## config.mk

```make
export PLATFORM = sky130hd
export DESIGN_NAME = msbm_front
export DESIGN_NICKNAME = d
export VERILOG_FILES = /design/src/rtl/msbm_pkg.sv /design/src/rtl/msbm_front.sv
export SDC_FILE = /design/constraint.sdc
export NUM_CORES = 1
export LEC_CHECK = 0
export BUFFER_PORTS_ARGS = -buffer_cell sky130_fd_sc_hd__buf_2
export CORE_MARGIN = 2
export CORE_UTILIZATION = 48
export DETAILED_ROUTE_END_ITERATION = 8
export GPL_ROUTABILITY_DRIVEN = 0
export GPL_TIMING_DRIVEN = 0
export PLACE_DENSITY = 0.76
export SLEW_MARGIN = 20
export SYNTH_ARGS = -nofsm -noshare
export SYNTH_HDL_FRONTEND = slang
export SYNTH_SLANG_ARGS = --single-unit
```

## constraint.sdc

```tcl
create_clock -name clk -period 2.4 [get_ports clk]
set_clock_uncertainty 0.15 [all_clocks]
set_input_delay 0.12 -clock clk [delete_from_list [all_inputs] [get_ports clk]]
set_output_delay 0.12 -clock clk [all_outputs]
set_load 0.01 [all_outputs]
```

## src/rtl/msbm_pkg.sv

```systemverilog
// ----------------------------------------------------------------------------
// Signature matcher package
// Shared constants, item codes and the structs passed between the front and
// back parts of the signature matcher.
// ----------------------------------------------------------------------------
package msbm_pkg;

	localparam int NUM_SIGS       = 16;
	localparam int MAX_SIG_LEN    = 64;
	localparam int MAX_FILE_BYTES = 16384;

	localparam int ENTRY_W  = 4;
	localparam int POS_W    = 6;
	localparam int LEN_W    = 7;
	localparam int CNT_W    = 15;
	localparam int OFS_W    = 14;
	localparam int SEL_W    = 5;
	localparam int ROW_W    = MAX_SIG_LEN * 8;

	typedef logic [1:0] mode_t;
	localparam mode_t MODE_WR_BYTE = 2'd0;
	localparam mode_t MODE_SET_LEN = 2'd1;
	localparam mode_t MODE_SCAN    = 2'd2;
	// Reserved code; such words are accepted and dropped.
	localparam mode_t MODE_NONE    = 2'd3;

	// Table write request from the front part.
	typedef struct packed {
		logic               sig_we;
		logic               len_we;
		logic [ENTRY_W-1:0] entry;
		logic [POS_W-1:0]   pos;
		logic [7:0]         data;
		logic [LEN_W-1:0]   len;
	} wr_t;

	// One queued file byte.
	typedef struct packed {
		logic [7:0] data;
		logic       fend;
	} scan_t;

endpackage

```

## src/rtl/msbm_front.sv

```systemverilog
// ----------------------------------------------------------------------------
// Signature matcher front part
// Accepts input words, turns load words into table writes and queues scan
// bytes for the back part.
// ----------------------------------------------------------------------------
module msbm_front (
	input  logic                  clk,
	input  logic                  arst_n,
	input  logic                  s_tvalid,
	output logic                  s_tready,
	input  logic [31:0]           s_tdata,
	input  logic [1:0]            s_tuser,
	input  logic                  s_tlast,
	input  logic                  back_idle,
	output msbm_pkg::wr_t         wr,
	output logic                  q_valid,
	output msbm_pkg::scan_t       q_item,
	input  logic                  q_pop
);
	import msbm_pkg::*;

	localparam int QD = 4;

	scan_t      fifo_q [QD];
	logic [1:0] wp_q;
	logic [1:0] rp_q;
	logic [2:0] cnt_q;
	logic       accept;
	logic       push;
	logic [LEN_W-1:0] len_in;

	always_comb begin
		unique case (s_tuser)
			MODE_SCAN:    s_tready = (cnt_q != 3'(QD));
			MODE_WR_BYTE,
			MODE_SET_LEN: s_tready = back_idle && (cnt_q == 3'd0);
			default:      s_tready = 1'b1;
		endcase
	end

	assign accept = s_tvalid && s_tready;
	assign push   = accept && (s_tuser == MODE_SCAN);
	assign len_in = s_tdata[24:18];

	always_comb begin
		wr.sig_we = accept && (s_tuser == MODE_WR_BYTE);
		wr.len_we = accept && (s_tuser == MODE_SET_LEN);
		wr.data   = s_tdata[7:0];
		wr.entry  = s_tdata[11:8];
		wr.pos    = s_tdata[17:12];
		wr.len    = (len_in > LEN_W'(MAX_SIG_LEN)) ? LEN_W'(MAX_SIG_LEN) : len_in;
	end

	assign q_valid = (cnt_q != 3'd0);
	assign q_item  = fifo_q[rp_q];

	always_ff @(posedge clk) begin
		if (push) begin
			fifo_q[wp_q] <= '{data: s_tdata[7:0], fend: s_tlast};
		end
	end

	always_ff @(posedge clk or negedge arst_n) begin
		if (!arst_n) begin
			wp_q  <= '0;
			rp_q  <= '0;
			cnt_q <= '0;
		end else begin
			if (push) begin
				wp_q <= wp_q + 2'd1;
			end
			if (q_pop) begin
				rp_q <= rp_q + 2'd1;
			end
			if (push && !q_pop) begin
				cnt_q <= cnt_q + 3'd1;
			end else if (!push && q_pop) begin
				cnt_q <= cnt_q - 3'd1;
			end
		end
	end

endmodule

```

==> out/qor.csv <==
stage;metric;value;unit
critical_path;path_class;flop to flop;
cts;cts.clk_slew.worst_paths;80;ps
global_route;grtUsageTotal;16.06;%
die;start_util;49.03;%
route;first_pass_iters;4;
yosys;async_flop_share;16.28;%
yosys;synth_fp_nets;160;
critical_path;crit_arrival;2250;ps
route;wirelength;3.355;mm
route;wl_per_cell;13.69;um
critical_path;required;2460;ps
sta;maxSlewHeadroom;65.91;%
yosys;synth_flop_cell;edfxtp_1;
power;p_seq_share;46.2;%
critical_path;cp_max_fo;5;
power;powerDensity;854.8;mW/mm2
yosys;avgSynthCellArea;16.96;um2
yosys;syn_inst;114;
cts;postCtsResizedCells;0;
power;p_switching;0.6503;mW
power;vdd_drop_max;0.4945;mV
sta;fin_crit;2181;ps
finish;drive_gt1_share;52.82;%
finish;nets;240;
cts;numCtsBuffers;5;
route;drt_first_iter_violations;18;
global_route;grt_max_degree;14;
critical_path;worst_setup_path_start_kind;flop;
power;clkPwrFrac;20.1;%
die;die_area;0.004551;mm2
critical_path;crit_path_end_kind;flop;
yosys;ys_seq_area_share;64.98;%
die;ios;78;
job;maxCapViolCount;0;
yosys;synth-edff-count;36;
die;core;0.003943;mm2
route;viasPerCell;4.796;
global_route;grt_pass1_vias;1138;
yosys;yosys_warnings;0;
cts;cts_max_level;2;
cts;insertion_delay;290;ps
sta;tightestPinTransition;511.3;ps
sta;fin_crit_sh;90.85;%
die;fp-row-count;23;
sta;post-route-worst-setup-slack;219.5;ps
sta;slew_viol_final;0;
place;pre_cts_slack;60.12;ps
finish;area_growth_syn_to_layout;29.64;%
power;total_power;2.142;mW
cts;cts_tree;done;
sta;tns;0;ps
cts;clock-sinks;43;
finish;final.fill_count;300;
place;hpwl;2.464;mm
power;p_leak;1.044;nW
yosys;synth_seq_cells;43;
power;internal_power;1.492;mW
route;vias;1175;
global_route;grt-ovfl-total;0;
status;status;finished clean;
route;drc;0;
sta;rsz0062_at_grt;no;
global_route;grt_pass1_wl;5.057;mm
route;ant_nets;0;
sta;setup_viol;0;
die;die_width;67.46;um
sta;final_hold_viol_count;0;
global_route;grt_antenna_before_repair;0;
power;p_comb_share;33.7;%
finish;n_antenna_cell;0;
yosys;syn_area;0.001933;mm2
place;portBuffers;60;
power;netSwitchingFraction;30.36;%
worst_hold_path;hp-class;primary input to async pin;
cts;root_buffer;clkbuf_8;
cts;cts_buffer_depth;2;
sta;max_freq;0.4586;GHz
yosys;synth_cell_type_count;25;
die;fp.dieH;67.46;um
cell families (layout without fill, tap and decap cells):
kind of cell / count (synthesis) / after routing / synth area share, %
simple gates: 18 / 18 / 5.437
flops: 43 / 43 / 64.98
xor+xnor: 6 / 6 / 2.719
fa+ha+maj: 6 / 6 / 4.272
compound gates: 4 / 4 / 1.941
mux: 11 / 11 / 11.84
buf+inv: 26 / 107 / 8.802
what timing repair did:
item                                   CTS  global route
setup endpoints to repair                0             1
hold buffers                            11             0
setup buffers                            0             2
endpoints found under the hold margin   45             0
synthesized netlist by cell type (all sizes together) (2+ instances only):
cell	number	area [um2]
mux2	2	26.27
nor4	2	12.51
nor2b	6	37.54
dfrtp	7	175.2
edfxtp	36	1081
nand2	3	13.77
ha	5	62.56
mux4	9	202.7
xnor2	3	26.28
buf	20	147.6
and2	4	25.02
inv	5	18.77
nor2	2	10.01
xor2	3	26.28
worst max-delay path, cell delays in order, from the launching register on:
cell	delay [ps]
dfrtp_1	480
nor2_2	90
a211oi_4	270
ha_1	250
inv_1	70
fa_1	370
xor2_1	150
nor2_1	120
xor2_1	170
power by group through the flow:
| stage | clock network (mW) | registers [mW] | logic [mW] |
|---|---|---|---|
| floorplan | 0 | 0.985 | 0.498 |
| global placement | 0 | 0.995 | 0.686 |
| detailed placement | 0 | 1.01 | 0.715 |
| CTS | 0.444 | 0.991 | 0.734 |
| global route | 0.472 | 0.999 | 0.794 |
| finish | 0.431 | 0.989 | 0.722 |
final timing paths:
path                                           start                    to  slack (ps)  cells after the start
worst max-delay path            cnt_q[0]$_DFFE_PN0P_  cnt_q[2]$_DFFE_PN0P_         220                      8
worst min-delay path                          arst_n  cnt_q[2]$_DFFE_PN0P_          40                      2
worst max register to register  cnt_q[0]$_DFFE_PN0P_  cnt_q[2]$_DFFE_PN0P_         220                      8
worst min register to register  cnt_q[2]$_DFFE_PN0P_  cnt_q[2]$_DFFE_PN0P_         430                      1
max in group asynchronous                     arst_n   rp_q[1]$_DFFE_PN0P_        1910                      2
min in group clk                          s_tuser[0]   wp_q[0]$_DFFE_PN0P_         160                      4
flip-flops by register name, indices dropped and copies added, names as in the netlist:
| name | count |
|---|---|
| rp_q | 2 |
| cnt_q | 3 |
| fifo_q | 36 |
| wp_q | 2 |
layer usage:
layer | vias to the layer above | wire length (um) | share of wire, % | GRT usage [%]
met4 | 0 | 56 | 1.7 | 6.888
met3 | 8 | 154 | 4.6 | 4.500
met1 | 577 | 1211 | 36 | 17.47
met5 | - | 0 | 0 | 0
met2 | 33 | 1933 | 58 | 29.04
li1 | 557 | - | - | -
layout make-up:
cell class | count | area (um2) | share of cell area (%)
Sequential cell | 43 | 1256 | 50.12
Multi-Input combinational cell | 45 | 506.7 | 20.22
Timing Repair Buffer | 73 | 425.4 | 16.97
Buffer | 21 | 151.4 | 6.041
Clock buffer | 6 | 72.57 | 2.896
Tap cell | 50 | 62.56 | 2.496
Inverter | 5 | 18.77 | 0.7489
Clock inverter | 2 | 12.51 | 0.4993
through the flow:
step                util (%)  hold slack (ps)  std cells  instance area [um2]
floorplan                  -           -325.6        114                 1933
global placement       58.24           -191.0        224                 2296
detailed placement     58.24           -188.1        224                 2296
CTS                    63.19            18.68        243                 2491
global route           63.57            40.66        245                 2506
finish                 63.57            39.93        245                 2506
cell usage in the layout, fill, tap and decap left out, types with 2 or more instances in the layout:
cell type      Yosys  layout
and2_1             4       4
buf_2              1      61
buf_4             19      21
clkbuf_1           1       2
clkbuf_8           0       5
dfrtp_1            7       7
dlygate4sd3_1      0      11
edfxtp_1          36      36
ha_1               5       5
inv_1              5       5
mux4_2             9       9
nand2_1            2       2
nor2b_1            6       6
nor4_1             2       2
xnor2_1            3       3
xor2_1             3       3
(Power assumes the default switching activity.)
